File: src/sv/gees_pkg.sv
// Shared types and constants for the GPIO edge event serializer.
package gees_pkg;

   localparam int SAMPLE_WIDTH   = 16;
   localparam int INDEX_WIDTH    = 4;
   localparam int CSR_ADDR_WIDTH = 3;
   localparam int CSR_DATA_WIDTH = 32;

   // Register index codes, taken from address bit 2.
   localparam logic REG_RISING_MASK  = 1'b0;
   localparam logic REG_FALLING_MASK = 1'b1;

   typedef logic [SAMPLE_WIDTH-1:0] sample_type;
   typedef logic [INDEX_WIDTH-1:0]  pin_index_type;

   typedef struct packed {
      sample_type rising_mask;
      sample_type falling_mask;
   } cfg_type;

   typedef struct packed {
      pin_index_type index;
      sample_type    onehot;
      logic          last;
   } pick_type;

   typedef enum logic {
      ST_IDLE,
      ST_SCAN
   } state_type;

endpackage

File: src/sv/gees_if.sv
// Valid/ready channel interfaces for sample words and event words.
interface gees_req_if import gees_pkg::*; ();
   logic       valid;
   logic       ready;
   sample_type pin_sample;

   modport source (output valid, output pin_sample, input ready);
   modport sink (input valid, input pin_sample, output ready);
endinterface

interface gees_rsp_if import gees_pkg::*; ();
   logic          valid;
   logic          ready;
   pin_index_type pin_index;
   logic          is_rising;
   logic          last_event;

   modport source (output valid, output pin_index, output is_rising, output last_event,
                   input ready);
   modport sink (input valid, input pin_index, input is_rising, input last_event,
                 output ready);
endinterface

File: src/sv/gees_csr.sv
// APB-style register bank holding the rising and falling edge enable masks.
module gees_csr import gees_pkg::*; (
   input  logic                      clock,
   input  logic                      reset,
   input  logic                      psel,
   input  logic                      penable,
   input  logic                      pwrite,
   input  logic [CSR_ADDR_WIDTH-1:0] paddr,
   input  logic [CSR_DATA_WIDTH-1:0] pwdata,
   output logic [CSR_DATA_WIDTH-1:0] prdata,
   output logic                      pready,
   output cfg_type                   cfg
);

   sample_type rising_ff, rising_in;
   sample_type falling_ff, falling_in;
   logic       write_en;

   assign pready   = 1'b1;
   assign write_en = psel & penable & pwrite;

   always_comb begin
      rising_in  = rising_ff;
      falling_in = falling_ff;
      if (write_en) begin
         case (paddr[2])
            REG_RISING_MASK:  rising_in  = pwdata[SAMPLE_WIDTH-1:0];
            REG_FALLING_MASK: falling_in = pwdata[SAMPLE_WIDTH-1:0];
            default: ;
         endcase
      end
   end

   always_ff @(posedge clock) begin
      if (reset) begin
         rising_ff  <= '0;
         falling_ff <= '0;
      end else begin
         rising_ff  <= rising_in;
         falling_ff <= falling_in;
      end
   end

   always_comb begin
      case (paddr[2])
         REG_RISING_MASK:  prdata = CSR_DATA_WIDTH'(rising_ff);
         REG_FALLING_MASK: prdata = CSR_DATA_WIDTH'(falling_ff);
         default:          prdata = '0;
      endcase
   end

   assign cfg.rising_mask  = rising_ff;
   assign cfg.falling_mask = falling_ff;

endmodule

File: src/sv/gees_pick.sv
// Lowest-set-bit picker shared by every step of the event scan.
module gees_pick import gees_pkg::*; (
   input  sample_type pending,
   output pick_type   pick
);

   pin_index_type index;
   sample_type    onehot;

   always_comb begin
      index = '0;
      for (int i = SAMPLE_WIDTH - 1; i >= 0; i--) begin
         if (pending[i]) begin
            index = INDEX_WIDTH'(i);
         end
      end
      onehot = SAMPLE_WIDTH'(1) << index;
   end

   // The picked pin is the final event when nothing else stays pending.
   assign pick.index  = index;
   assign pick.onehot = onehot;
   assign pick.last   = ((pending & ~onehot) == '0);

endmodule

File: src/sv/gpio_edge_event_serializer_core.sv
// Top level of the GPIO edge event serializer: edge detect, scan sequencer and output word.
//
//   Channel   Direction  Handshake              Word contents
//   req_if    in         valid/ready            pin_sample[15:0]
//   rsp_if    out        valid/ready            pin_index[3:0], is_rising, last_event
//   APB       in         psel/penable/pwrite    rising_mask @ 0x0, falling_mask @ 0x4
//
// A sample word yields one event word per cycle for each enabled edge while rsp_if does
// not stall, at most 16 events per sample; the single lowest-set-bit picker walks the
// pending edge vector. A sample with no enabled edge yields nothing and leaves the block
// idle, ready for the next sample.
// Reset is synchronous and active high; it clears both masks, the stored sample, the
// pending vector and the output word's valid.
// The event word sits in an output register; a stall on rsp_if holds the scan but a new
// sample is taken as soon as the last event of the previous one is loaded.
module gpio_edge_event_serializer_core import gees_pkg::*; #(
   parameter int PIN_COUNT = 16
) (
   input  logic                      clock,
   input  logic                      reset,
   input  logic                      psel,
   input  logic                      penable,
   input  logic                      pwrite,
   input  logic [CSR_ADDR_WIDTH-1:0] paddr,
   input  logic [CSR_DATA_WIDTH-1:0] pwdata,
   output logic [CSR_DATA_WIDTH-1:0] prdata,
   output logic                      pready,
   gees_req_if.sink                  req_if,
   gees_rsp_if.source                rsp_if
);

   // Pins at or above PIN_COUNT never produce events; only the sampled pins exist.
   localparam int PIN_LIMIT = (PIN_COUNT < SAMPLE_WIDTH) ? PIN_COUNT : SAMPLE_WIDTH;
   localparam logic [SAMPLE_WIDTH-1:0] PIN_ENABLE =
      SAMPLE_WIDTH'((64'd1 << PIN_LIMIT) - 64'd1);

   cfg_type       cfg;
   pick_type      pick;

   state_type     state_ff, state_in;
   sample_type    prev_ff, prev_in;
   sample_type    pending_ff, pending_in;
   sample_type    level_ff, level_in;
   logic          rsp_valid_ff, rsp_valid_in;
   pin_index_type rsp_index_ff, rsp_index_in;
   logic          rsp_rising_ff, rsp_rising_in;
   logic          rsp_last_ff, rsp_last_in;

   logic          req_accept;
   logic          load_event;
   sample_type    fire;

   gees_csr u_csr (
      .clock   (clock),
      .reset   (reset),
      .psel    (psel),
      .penable (penable),
      .pwrite  (pwrite),
      .paddr   (paddr),
      .pwdata  (pwdata),
      .prdata  (prdata),
      .pready  (pready),
      .cfg     (cfg)
   );

   gees_pick u_pick (
      .pending (pending_ff),
      .pick    (pick)
   );

   // A pin fires when it changed and its new level matches an enabled edge direction.
   always_comb begin
      fire = (req_if.pin_sample ^ prev_ff) & PIN_ENABLE &
             ((req_if.pin_sample & cfg.rising_mask) | (~req_if.pin_sample & cfg.falling_mask));
   end

   // Sequencer outputs. During a scan, a new event is loaded whenever the output register is
   // free or is being emptied in this cycle.
   always_comb begin
      req_if.ready = (state_ff == ST_IDLE);
      load_event   = (state_ff == ST_SCAN) && (!rsp_valid_ff || rsp_if.ready);
   end

   assign req_accept = req_if.valid && req_if.ready;

   // Sequencer next state.
   always_comb begin
      state_in = state_ff;
      case (state_ff)
         ST_IDLE: begin
            if (req_accept && (fire != '0)) begin
               state_in = ST_SCAN;
            end
         end
         ST_SCAN: begin
            if (load_event && pick.last) begin
               state_in = ST_IDLE;
            end
         end
         default: state_in = ST_IDLE;
      endcase
   end

   // Datapath next values.
   always_comb begin
      prev_in       = prev_ff;
      pending_in    = pending_ff;
      level_in      = level_ff;
      rsp_valid_in  = rsp_valid_ff;
      rsp_index_in  = rsp_index_ff;
      rsp_rising_in = rsp_rising_ff;
      rsp_last_in   = rsp_last_ff;

      if (rsp_if.ready) begin
         rsp_valid_in = 1'b0;
      end

      if (req_accept) begin
         prev_in    = req_if.pin_sample;
         level_in   = req_if.pin_sample;
         pending_in = fire;
      end else if (load_event) begin
         pending_in    = pending_ff & ~pick.onehot;
         rsp_valid_in  = 1'b1;
         rsp_index_in  = pick.index;
         rsp_rising_in = level_ff[pick.index];
         rsp_last_in   = pick.last;
      end
   end

   always_ff @(posedge clock) begin
      if (reset) begin
         state_ff     <= ST_IDLE;
         prev_ff      <= '0;
         pending_ff   <= '0;
         rsp_valid_ff <= 1'b0;
      end else begin
         state_ff     <= state_in;
         prev_ff      <= prev_in;
         pending_ff   <= pending_in;
         rsp_valid_ff <= rsp_valid_in;
      end
   end

   always_ff @(posedge clock) begin
      level_ff      <= level_in;
      rsp_index_ff  <= rsp_index_in;
      rsp_rising_ff <= rsp_rising_in;
      rsp_last_ff   <= rsp_last_in;
   end

   assign rsp_if.valid      = rsp_valid_ff;
   assign rsp_if.pin_index  = rsp_index_ff;
   assign rsp_if.is_rising  = rsp_rising_ff;
   assign rsp_if.last_event = rsp_last_ff;

endmodule

File: src/flat_wrapper.sv
// flat-port wrapper written by rule: the top's interface ports become plain ports
module gpio_edge_event_serializer_core_flat import gees_pkg::*;
#(
   parameter int PIN_COUNT = 16
)
  (clock, reset, psel, penable, pwrite, paddr, pwdata, prdata, pready, req_if_valid, req_if_pin_sample, req_if_ready, rsp_if_valid, rsp_if_pin_index, rsp_if_is_rising, rsp_if_last_event, rsp_if_ready);
  gees_req_if req_if_i ();
  gees_rsp_if rsp_if_i ();
  input  logic clock;
  input  logic reset;
  input  logic psel;
  input  logic penable;
  input  logic pwrite;
  input  logic [CSR_ADDR_WIDTH-1:0] paddr;
  input  logic [CSR_DATA_WIDTH-1:0] pwdata;
  output logic [CSR_DATA_WIDTH-1:0] prdata;
  output logic pready;
  input wire logic [$bits(req_if_i.valid)-1:0] req_if_valid;
  input wire logic [$bits(req_if_i.pin_sample)-1:0] req_if_pin_sample;
  output wire logic [$bits(req_if_i.ready)-1:0] req_if_ready;
  output wire logic [$bits(rsp_if_i.valid)-1:0] rsp_if_valid;
  output wire logic [$bits(rsp_if_i.pin_index)-1:0] rsp_if_pin_index;
  output wire logic [$bits(rsp_if_i.is_rising)-1:0] rsp_if_is_rising;
  output wire logic [$bits(rsp_if_i.last_event)-1:0] rsp_if_last_event;
  input wire logic [$bits(rsp_if_i.ready)-1:0] rsp_if_ready;
  assign req_if_i.valid = req_if_valid;
  assign req_if_i.pin_sample = req_if_pin_sample;
  assign req_if_ready = req_if_i.ready;
  assign rsp_if_valid = rsp_if_i.valid;
  assign rsp_if_pin_index = rsp_if_i.pin_index;
  assign rsp_if_is_rising = rsp_if_i.is_rising;
  assign rsp_if_last_event = rsp_if_i.last_event;
  assign rsp_if_i.ready = rsp_if_ready;
  gpio_edge_event_serializer_core #(.PIN_COUNT(PIN_COUNT)) u_core (.clock(clock), .reset(reset), .psel(psel), .penable(penable), .pwrite(pwrite), .paddr(paddr), .pwdata(pwdata), .prdata(prdata), .pready(pready), .req_if(req_if_i), .rsp_if(rsp_if_i));
endmodule
File: config.mk
export PLATFORM = sky130hd
export DESIGN_NAME = gpio_edge_event_serializer_core_flat
export DESIGN_NICKNAME = d
export VERILOG_FILES = /design/src/sv/gees_pkg.sv /design/src/sv/gees_if.sv /design/src/sv/gees_csr.sv /design/src/sv/gees_pick.sv /design/src/sv/gpio_edge_event_serializer_core.sv /design/src/flat_wrapper.sv
export SDC_FILE = /design/constraint.sdc
export NUM_CORES = 1
export LEC_CHECK = 0
export BUFFER_PORTS_ARGS = -buffer_cell sky130_fd_sc_hd__buf_2
export CORE_ASPECT_RATIO = 0.7
export CORE_MARGIN = 5
export CORE_UTILIZATION = 40
export CTS_CLUSTER_DIAMETER = 120
export DETAILED_ROUTE_END_ITERATION = 7
export GPL_ROUTABILITY_DRIVEN = 0
export RECOVER_POWER = 25
export SETUP_SLACK_MARGIN = 0.1
export SYNTH_ARGS = -nofsm -noshare
export SYNTH_HDL_FRONTEND = slang
export SYNTH_SLANG_ARGS = --single-unit
File: constraint.sdc
create_clock -name clock -period 2.4 [get_ports clock]
set_input_delay 0.36 -clock clock [delete_from_list [all_inputs] [get_ports clock]]
set_output_delay 0.36 -clock clock [all_outputs]
set_load 0.03 [all_outputs]
### Yosys cells after proc, flatten, opt, wreduce, memory -nomap -nowiden

Cells that the tools add are included.

* flip-flop bits (word level): 88
* bits of input ports: 58
* output and inout port bits: 41
* logic and storage cells: 64

* order comparisons: 1
* shifts and indexed selects: 1
* muxes and demuxes: 27
* bitwise gates (word level): 13
* reductions and logical operators: 12

Operators by type and width (number)
* bitwise AND 16 bit: 4
* two-way mux 4 bit: 16
* case mux 32 bit (2 select lines): 1
* two-way mux 16 bit: 2
* NOT 16 bit: 2
* zero test 16 bit: 1
* OR 16 bit: 1
* nonzero test 16 bit: 1
* left shift 1 x 4 -> 16 bit (first input constant): 1
* bitwise XOR 16 bit: 1
* two-way mux 1 bit: 6
* AND reduction 2 bit: 3
* < comparator 4 x 5 -> 1 bit (second input constant): 1
* binary-select mux 1 bit (select 4 bit): 1
* logical AND 1 bit: 4
* NOT 1 bit: 3
* bitwise AND 1 bit: 2
* case mux 1 bit (2 select lines): 1
* nonzero test 2 bit: 1
* zero test 1 bit: 1
* logical OR 1 bit: 1

### Logic depth before layout (Yosys ltp)

Gate-level depths: netlist of the first run.

* depth in word-level cells: 23
* mapped depth: 8
* depth with buffers taken out: 8

### By module

A second synthesis of the first run with hierarchy kept.

* cells, all modules: 501
* area total of the unflattened synthesis: 4630.7 µm²

Modules (own cells, without submodules)
* gpio_edge_event_serializer_core: instances 1, cells each 248, area an instance 2337.2 µm², sequential area each 1341.3 µm²
* gees_csr: instances 1, cells each 161, area an instance 1690.4 µm², sequential area each 640.6 µm²
* gees_pick: instances 1, cells each 92, area an instance 603.1 µm², sequential area each 0.0 µm²

### Worst setup path before layout of the first run

OpenSTA, ideal clock, no wires.

* path kind: reg-to-reg
* start: reg u_core.pending_ff[11]
* end: reg u_core.rsp_rising_ff (netlist: u_core.rsp_if.is_rising), data pin
* setup time: 0.268 ns
* data arrival time: 1.824 ns
* required time: 2.132 ns
* setup slack: 0.308 ns
* stages on the path, launching flop included: 8
* buffers on the path: 0
* clock period less this slack: 2.092 ns
* path through: dfxtp_1 nor2_1 a221o_1 a211o_1 nand2_1 mux2_2 o211ai_1 nand4_1

RTL lines
* start, declared: line gpio_edge_event_serializer_core.sv:42 `sample_type pending_ff, pending_in;`
* start signal, assigned: line gpio_edge_event_serializer_core.sv:140 `pending_ff <= pending_in;`
* end signal, assigned: line gpio_edge_event_serializer_core.sv:148 `rsp_rising_ff <= rsp_rising_in;`
* end, declared: line gpio_edge_event_serializer_core.sv:46 `logic rsp_rising_ff, rsp_rising_in;`

==> results of run 1 <==
-- per-stage QoR --
step                setup slack, ps  area, µm²  power, mW
CTS                             114       5160       3.34
global placement               43.5       4880       2.05
global route                   12.8       5160       3.46
detailed placement            -1.36       4880       2.06
floorplan                       308       4460       1.93
finish                         72.5       5160       3.30
-- cells by family (layout without fill, tap and decap cells) --
| kind of cell | Yosys count | count (layout) | synth area share |
|---|---|---|---|
| flip-flops | 88 | 88 | 0.450 |
| AO/OA/AOI/OAI | 142 | 142 | 0.202 |
| AND/OR/NAND/NOR | 208 | 208 | 0.224 |
| multiplexers | 24 | 24 | 0.0603 |
| buffers and inverters | 51 | 109 | 0.0623 |
| other | 2 | 17 | 0.00171 |
-- state kept, by name, indices dropped and copies added, names as in the netlist --
signal / cells
u_core.u_csr.falling_ff: 16
u_core.prev_ff: 16
u_core.state_ff: 1
u_core.rsp_if.is_rising: 1
u_core.rsp_if.pin_index: 4
u_core.rsp_if.valid: 1
u_core.rsp_if.last_event: 1
u_core.pending_ff: 16
u_core.level_ff: 16
u_core.u_csr.rising_ff: 16
-- power breakdown --
group          switching, mW  internal [mW]  total (mW)
Combinational          0.278          0.125       0.403
Sequential            0.0329           1.59        1.62
Clock                  0.558          0.722        1.28
-- layout by cell type (no fill, tap or decap), types with 2 or more instances in the layout --
cell	count
a2111oi_4	2
a21oi_1	73
a22oi_1	3
dfxtp_2	2
mux2_2	20
clkbuf_16	9
clkbuf_1	22
nor4_2	2
nand2_1	134
nor4_1	5
a21o_1	3
and3_1	2
o21ai_1	5
nand2b_1	5
nand4_1	5
mux2i_1	4
o211ai_1	5
o21ai_0	23
a211o_1	2
clkinv_1	3
a31oi_1	5
o31ai_1	2
clkinv_2	3
nor2_4	2
nor2b_1	2
nor3_2	2
a21oi_2	2
a21boi_1	2
nand3b_1	16
conb_1	17
dfxtp_1	64
nor2_1	18
edfxtp_1	22
nand3_1	4
inv_1	8
buf_4	18
or2_2	2
o21a_1	2
buf_2	42
-- synthesized netlist by cell type (all sizes together) (3+ instances only) --
cell type  count  area (µm²)
nand2        135         507
a21oi         75         379
nor4           8        77.6
nand2b         5        31.3
inv            8        30.0
o21ai         29         156
nand3b        16         120
mux2i          4        40.0
and3           3        18.8
o211ai         5        37.5
a21o           3        22.5
a2111oi        3        63.8
dfxtp         66        1320
nand3          5        30.0
a31oi          6        52.6
nand4          5        31.3
edfxtp        22         661
a21boi         3        22.5
clkbuf        18        67.6
mux2          20         225
nor2          20        90.1
buf           23         169
a22oi          3        22.5
-- metal layers --
layer | GRT usage | wire length [µm]
met1 | 0.266 | 5810
met2 | 0.276 | 5390
met3 | 0.0520 | 867
met4 | 0.0395 | 55
met5 | 0 | 0
-- worst reg2reg max path, delay by kind of cell (launching register included) --
| kind | cells | cell delay [ps] |
|---|---|---|
| AO/OA/AOI/OAI | 3 | 920 |
| flip-flops | 1 | 450 |
| multiplexers | 1 | 350 |
| AND/OR/NAND/NOR | 3 | 340 |
-- area by class of cell --
| type | instances | area, µm² |
|---|---|---|
| tap | 153 | 191 |
| inverter | 10 | 37.5 |
| timing repair buffer | 83 | 433 |
| multi-input combinational | 391 | 2240 |
| clock buffer | 10 | 239 |
| clock inverter | 6 | 35.0 |
| sequential | 88 | 1980 |
| fill | 1064 | 5730 |
-- timing repair --
action                                  CTS  global route
resized for setup                         2             9
endpoints found under the setup margin    1             6
pin swaps                                 0             1
buffers inserted                          0             0
gates cloned                              0             0
-- worst min path at each step --
| stage | from | end | slack (ps) | cells past startpoint |
|---|---|---|---|---|
| after detailed placement | u_core.prev_ff[2] | u_core.prev_ff[2] | 460 | 2 |
| after global placement | u_core.prev_ff[8] | u_core.prev_ff[8] | 450 | 2 |
| final | pwdata[7] | u_core.u_csr.falling_ff[7] | 270 | 3 |
| after global routing | pwdata[10] | u_core.u_csr.rising_ff[10] | 270 | 3 |
| after floorplan | u_core.prev_ff[0] | u_core.prev_ff[0] | 440 | 2 |
| after CTS | req_if_pin_sample[12] | u_core.level_ff[12] | 240 | 1 |
==> run metrics, run 1 <==
status completed; hold buffers post-CTS 0; critical setup path kind flip-flop to flip-flop; sequential area share after synthesis 0.450; largest net degree at the start of global routing 50; relative slew slack 0.225; layout cells sized above 1 0.202; CTS Buffer Depth 2; core footprint between 0.01 and 0.015 mm²; FF-to-FF path depth 7; Die W roughly 140 µm; WP depth 7; Mean Syn Cell Area 8.55 µm²; main flop type after synthesis dfxtp_1; initial antenna violation count 0; row cnt 32; DR vias a little under 4000; RSZ-0062 raised after global routing true; fin cells 741; DR DRC count 0; CP arrival roughly 2400 ps; Setup-failing EPs final 0; first-pass GRT wire length around 19 mm; CP max stage delay 450 ps; final setup TNS 0 ps; nets@finish ~640; remaining global-route overflow 0; Die Footprint around 0.013 mm²; Tmin final about 2300 ps; Req. time, crit path roughly 2500 ps; fmax around 0.43 GHz; R2R setup slack a little over 70 ps; final wirelength 12.1 mm; DR WL/cell about 16 µm; I/O pin count slightly below 100; pwr dens around 640 mW/mm²; final hold violation count 0; R2R Path End u_core.rsp_if.is_rising; r2r startpoint u_core.pending_ff[13]; total global-route track usage 0.184; Worst Setup SP u_core.pending_ff[13]; fin crit share 0.970; mapped cell area approximately 0.0044 mm²; cells after synthesis 515; leak pwr roughly 1.9 nW; Clk Latency, worst-skew pair 340 ps; initial core utilization 0.404; root buffer cell clkbuf_16; CP Cell Sequence nor2_1 -> a221o_1 -> a211o_1 -> nand2_4 -> mux2_2 -> o211ai_1 -> nand4_1; Worst VDD drop ~0.32 mV; diode count 0; Buf/Inv on CP 0; Min-Delay Path Class input pin to flip-flop; fin util 0.474; vias in the first global route ~3800; Yosys warnings 0; DR iter-0 viols roughly 320; Placed Cells roughly 730; max_cap viols 0; CTS tree built; CTS Buf Count 9; asr flop ratio synth 0; CP endpoint kind flip-flop; Max Slew Vio Count 0; post-DP HPWL between 8 and 9 mm; Crit-path slowest cell dfxtp_1; clk_skew 3.70 ps; register bit total from synthesis 88; Area growth syn-to-layout 17.2%; vias per inst about 5.3; post-synth cell types 57; WHS approximately 270 ps; 1st-pass router iterations 5; delay-heaviest family, CP compound AO/OA/AOI/OAI gates; ANT nets after route 0; H-Tree Depth 3; Crit Path Max Fanout 6; Worst Setup Start Kind flip-flop; EDFF count, synth 22; Setup crit end u_core.rsp_if.is_rising; Slew @ Worst Pin between 1000 and 1500 ps; clock sink count about 90; Worst-path clk slew 60 ps; IO Port Bufs 63; Die Span Y a little under 100 µm
Power figures use the tool's default switching activity.
==> run 2, diff against run 1 <==
- clock period: 2.4 -> 1.9 ns (I/O delays scaled with it)
==> run 2 against run 1 <==
Compared with the run above:
- the flow now finishes with violations (negative setup slack)
- wire length increased by 7.6%
- sequential share of layout area down 4.8 points
- power rose by 34%
- register-to-register slack got worse by 410 ps
- first-iteration DRC count decreased by 16%
- design area increased by 15%
- global-route usage up 1.5 points
- clock skew is 6.4 ps higher
- worst setup slack got worse by 410 ps
==> run metrics, run 2 (synthesis gave the netlist of run 1 again) <==
largest net degree at the start of global routing 65; most frequent cells in the layout nand2_1, buf_4, a21oi_1, dfxtp_1, buf_2; Die Footprint between 0.01 and 0.015 mm²; layout cells sized above 1 0.329; Final WS setup -333 ps; Crit-path slowest cell dfxtp_2; most common cell after layout, fill and taps aside nand2_1; Max Slew Vio Count 0; Die Span Y around 98 µm; Min-Delay Path Class input pin to flip-flop; Crit Path Max Fanout 4; H-Tree Depth 3; status finished, violations left; hold buffers post-CTS 0; fin crit share 1.18; total power approximately 4.4 mW; DR iter-0 viols 267; diode count 0; remaining global-route overflow 0; ANT nets after route 0; r2r startpoint u_core.pending_ff[15]; WHS approximately 160 ps; WHS Path Cells 2; Clk Latency, worst-skew pair between 300 and 400 ps; leak pwr 2.32 nW; Fillers ~1000; Worst Setup Start Kind flip-flop; initial antenna violation count 0; row cnt 32; I/O pin count 99; root buffer cell clkbuf_16; CTS Buffer Depth 2; Req. time, crit path approximately 2100 ps; Post-Place Worst Slack -336 ps; initial core utilization 0.404; RSZ-0062 raised after global routing true; FF-to-FF path depth 8; DR DRC count 0; clock sink count 88; post-DP HPWL 9.60 mm; Slew @ Worst Pin between 1000 and 1500 ps; pwr dens between 700 and 800 mW/mm²; Worst Hold End u_core.rsp_if.valid; CP endpoint kind flip-flop; Tmin final roughly 2200 ps; fin cells about 810; CP arrival around 2400 ps; Worst VDD drop between 0.4 and 0.5 mV; nets@finish around 700; 1st-pass router iterations 5; core footprint 0.0109 mm²; Area growth syn-to-layout 35.3%; vias per inst roughly 5.2; Setup-failing EPs final 25; multi-input combinational cell area between 0.002 and 0.0025 mm²; CTS tree built; R2R Path End u_core.rsp_if.last_event; Reg area roughly 0.002 mm²; total global-route track usage 0.200; failing checks negative setup slack; origin of the worst min-delay path reset; Placed Cells between 700 and 800; CTS Buf Count 9; CP Cell Sequence nand2b_4 -> a221o_1 -> buf_4 -> a211oi_4 -> a21boi_2 -> o31ai_2 -> and4_1 -> and3_1; DR vias 4169; clk_skew between 10 and 15 ps; fmax 0.448 GHz; final hold violation count 0; max_cap viols 0; R2R setup slack -330 ps; first-pass GRT wire length about 21 mm; relative slew slack 0.271; Die W approximately 140 µm; critical setup path kind flip-flop to flip-flop; vias in the first global route between 4000 and 5000; final wirelength about 13 mm; Worst-path clk slew about 70 ps; DR WL/cell ~16 µm; IO Port Bufs 63; CP max stage delay between 300 and 400 ps
run 2: changes by cell type in the layout (fill, tap and decap cells not counted), moves of 4 or more:
cell	before	now
a21oi_4	0	4
buf_4	18	74
buf_6	0	10
dfxtp_1	64	58
dfxtp_4	0	4
mux2_2	20	16
mux2_4	0	4
nor2_1	18	12
nor2_2	0	4
o21ai_0	23	18
run 2: routing by layer:
layer / wire [µm] / global-route usage / up-vias
li1: - / - / 2059
met1: 6220 / 0.280 / 1973
met2: 5760 / 0.306 / 121
met3: 883 / 0.0525 / 16
met4: 180 / 0.0542 / 0
met5: 0 / 0 / -
run 2: metrics by stage:
stage	utilization	cell area (µm²)	TNS [ps]
6_report	0.547	5960	-2170
5_1_grt	0.547	5960	-5160
4_1_cts	0.537	5850	-804
3_5_place_dp	0.495	5390	-1600
3_3_place_gp	0.495	5390	-1500
2_1_floorplan	-	4490	-231
run 2: how the worst max path moves through the flow:
stage / start / endpoint / slack [ps] / cells after the start
floorplan: u_core.pending_ff[14] / u_core.rsp_if.is_rising / -110 / 7
global placement: u_core.pending_ff[7] / u_core.rsp_if.last_event / -290 / 9
detailed placement: u_core.pending_ff[7] / u_core.rsp_if.last_event / -340 / 9
CTS: u_core.pending_ff[14] / u_core.rsp_if.is_rising / -220 / 7
global route: u_core.pending_ff[11] / u_core.rsp_if.is_rising / -390 / 7
finish: u_core.pending_ff[15] / u_core.rsp_if.last_event / -330 / 8
run 2: timing repair:
item / 4_1_cts / 5_1_grt
gates resized for setup: 40 / 26
pin swaps: 17 / 14
setup endpoints to repair: 14 / 16
buffers inserted: 6 / 5
run 2: critical path: cells and delay by family (launching register included):
kind                   cells  cell delay, ps
AOI/OAI and AO/OA          4            1020
and+or+nand+nor            3             510
DFF                        1             390
buffers and inverters      1             170
run 2: power by group:
group	internal, mW	total (mW)	switching (mW)
combinational	0.223	0.608	0.385
sequential	2.00	2.04	0.0428
clock	1.02	1.77	0.752
total	3.25	4.43	1.18
run 2: cell type report:
cell class | instances | area share
Clock buffer | 9 | 0.0378
Clock inverter | 7 | 0.0118
Inverter | 10 | 0.00630
Multi-Input combinational cell | 391 | 0.405
Sequential cell | 88 | 0.336
Tap cell | 153 | 0.0321
Timing Repair Buffer | 151 | 0.171
==> run 3, diff against run 2 <==
- PLACE_DENSITY_LB_ADDON: not set -> 0.2
- clock period: 1.9 -> 1.97 ns (I/O delays scaled with it)
==> run 3 against run 2 <==
Compared with the run above:
- the flow still finishes with violations (negative setup slack)
- clock-buffer cell count grew 3
- final cell count shrank 2.1%
- register-to-register slack gained 130 ps
- combinational power shrank 7.7%
- fmax grew 2.8%
- non-clock buffer count shrank 17
- clock power is essentially flat
- critical path type unchanged
- highest routed layer unchanged
==> run metrics, run 3 (synthesis gave the netlist of run 1 again) <==
R2R setup slack -200 ps; pwr dens roughly 750 mW/mm²; Clk Latency, worst-skew pair around 340 ps; DR iter-0 viols between 200 and 300; DR DRC count 0; fin cells 792; post-DP HPWL roughly 9.5 mm; clk_skew 10.8 ps; vias per inst 5.24; max_cap viols 0; Die W 135 µm; I/O pin count between 90 and 100; Worst Setup SP u_core.pending_ff[14]; FF-to-FF path depth 7; Fillers between 1000 and 1500; Highest Signal Layer met4; relative slew slack 0.0892; fmax approximately 0.46 GHz; Final WS setup -202 ps; origin of the worst min-delay path pwdata[3]; Worst-path clk slew 70 ps; Worst VDD drop about 0.47 mV; IO Port Bufs 63; first-pass GRT wire length 20.5 mm; hold buffers post-CTS 0; RSZ-0062 raised after global routing true; H-Tree Depth 3; final setup TNS -860 ps; final hold violation count 0; most common cell after layout, fill and taps aside nand2_1; root buffer cell clkbuf_16; CTS tree built; routed length on met3 approximately 870 µm; WHS ~200 ps; final wirelength between 10 and 15 mm; fin util 0.529; layout cells sized above 1 0.313; CTS Buf Count 9; r2r startpoint u_core.pending_ff[14]; nets@finish 692; Min-Delay Path Class input pin to flip-flop; Setup-failing EPs final 7; vias in the first global route 4059; clock sink count between 80 and 90; Area growth syn-to-layout 30.9%; Die Footprint 0.0132 mm²; Die Span Y just under 100 µm; DR vias between 4000 and 5000; fin crit share 1.10; Final Cell Area approximately 0.0058 mm²; CP arrival 2250 ps; CP endpoint kind flip-flop; row cnt 32; WL met1 about 6.2 mm; leak pwr ~2.2 nW; total power between 4 and 5 mW; most frequent cells in the layout nand2_1, a21oi_1, buf_4, dfxtp_1, buf_2; total global-route track usage 0.195; Max Slew Vio Count 0; 1st-pass router iterations 4; Post-Place Worst Slack -260 ps; Slew @ Worst Pin about 1400 ps; Tmin final roughly 2200 ps; DR WL/cell approximately 17 µm; core footprint around 0.011 mm²; ANT nets after route 0; Worst Setup Start Kind flip-flop; Worst Hold End u_core.u_csr.rising_ff[3]; failing checks negative setup slack; status finished, violations left; Req. time, crit path 2050 ps; remaining global-route overflow 0; WHS Path Cells 3; critical setup path kind flip-flop to flip-flop; Crit Path Max Fanout 6; initial core utilization 0.404; DR WL met2 between 5 and 6 mm; initial antenna violation count 0; diode count 0; CTS Buffer Depth 2; largest net degree at the start of global routing 44; placed cell areas around 0.0053 mm²; Placed Cells a little under 800; R2R Path End u_core.rsp_if.is_rising
==> run 3: where the power goes <==
group	switching (mW)	internal [mW]	total (mW)	leakage, nW
logic	0.364	0.197	0.561	1.34
clock network	0.691	1.09	1.79	0.158
registers	0.0406	1.93	1.97	0.749
total	1.10	3.22	4.32	2.24
==> run 3: per-layer routing <==
layer / global-route usage / vias to the layer above
li1: - / 2016
met1: 0.274 / 1980
met2: 0.304 / 138
met3: 0.0499 / 15
met4: 0.0411 / 0
met5: 0 / -
==> run 3: worst max-delay path by stage <==
stage / endpoint / slack (ps) / cells past startpoint
floorplan: u_core.rsp_if.is_rising / -40 / 7
global placement: u_core.rsp_if.last_event / -240 / 7
detailed placement: u_core.rsp_if.last_event / -260 / 7
CTS: u_core.rsp_if.is_rising / -160 / 7
global route: u_core.rsp_if.is_rising / -270 / 7
finish: u_core.rsp_if.is_rising / -200 / 7
==> run 3: cell type report <==
| cell class | instances | area, µm² | area share |
|---|---|---|---|
| clock buffer | 12 | 268 | 0.0465 |
| clock inverter | 4 | 48.8 | 0.00847 |
| inverter | 10 | 37.5 | 0.00651 |
| multi-input combinational | 391 | 2340 | 0.406 |
| sequential | 88 | 2000 | 0.347 |
| tap | 153 | 191 | 0.0332 |
| timing repair buffer | 134 | 877 | 0.152 |
==> run 3: critical path, stage by stage (launching register included) <==
cell      delay [ps]
dfxtp_2          320
nand2b_4         130
a221o_1          360
a211o_1          340
nand2_4          140
mux2_4           310
o211ai_1         200
nand4_1          110
==> run 3: timing repair <==
item	4_1_cts	5_1_grt
buffers inserted	5	3
pin swaps	22	18
resized for setup	35	19
setup endpoints to repair	13	14
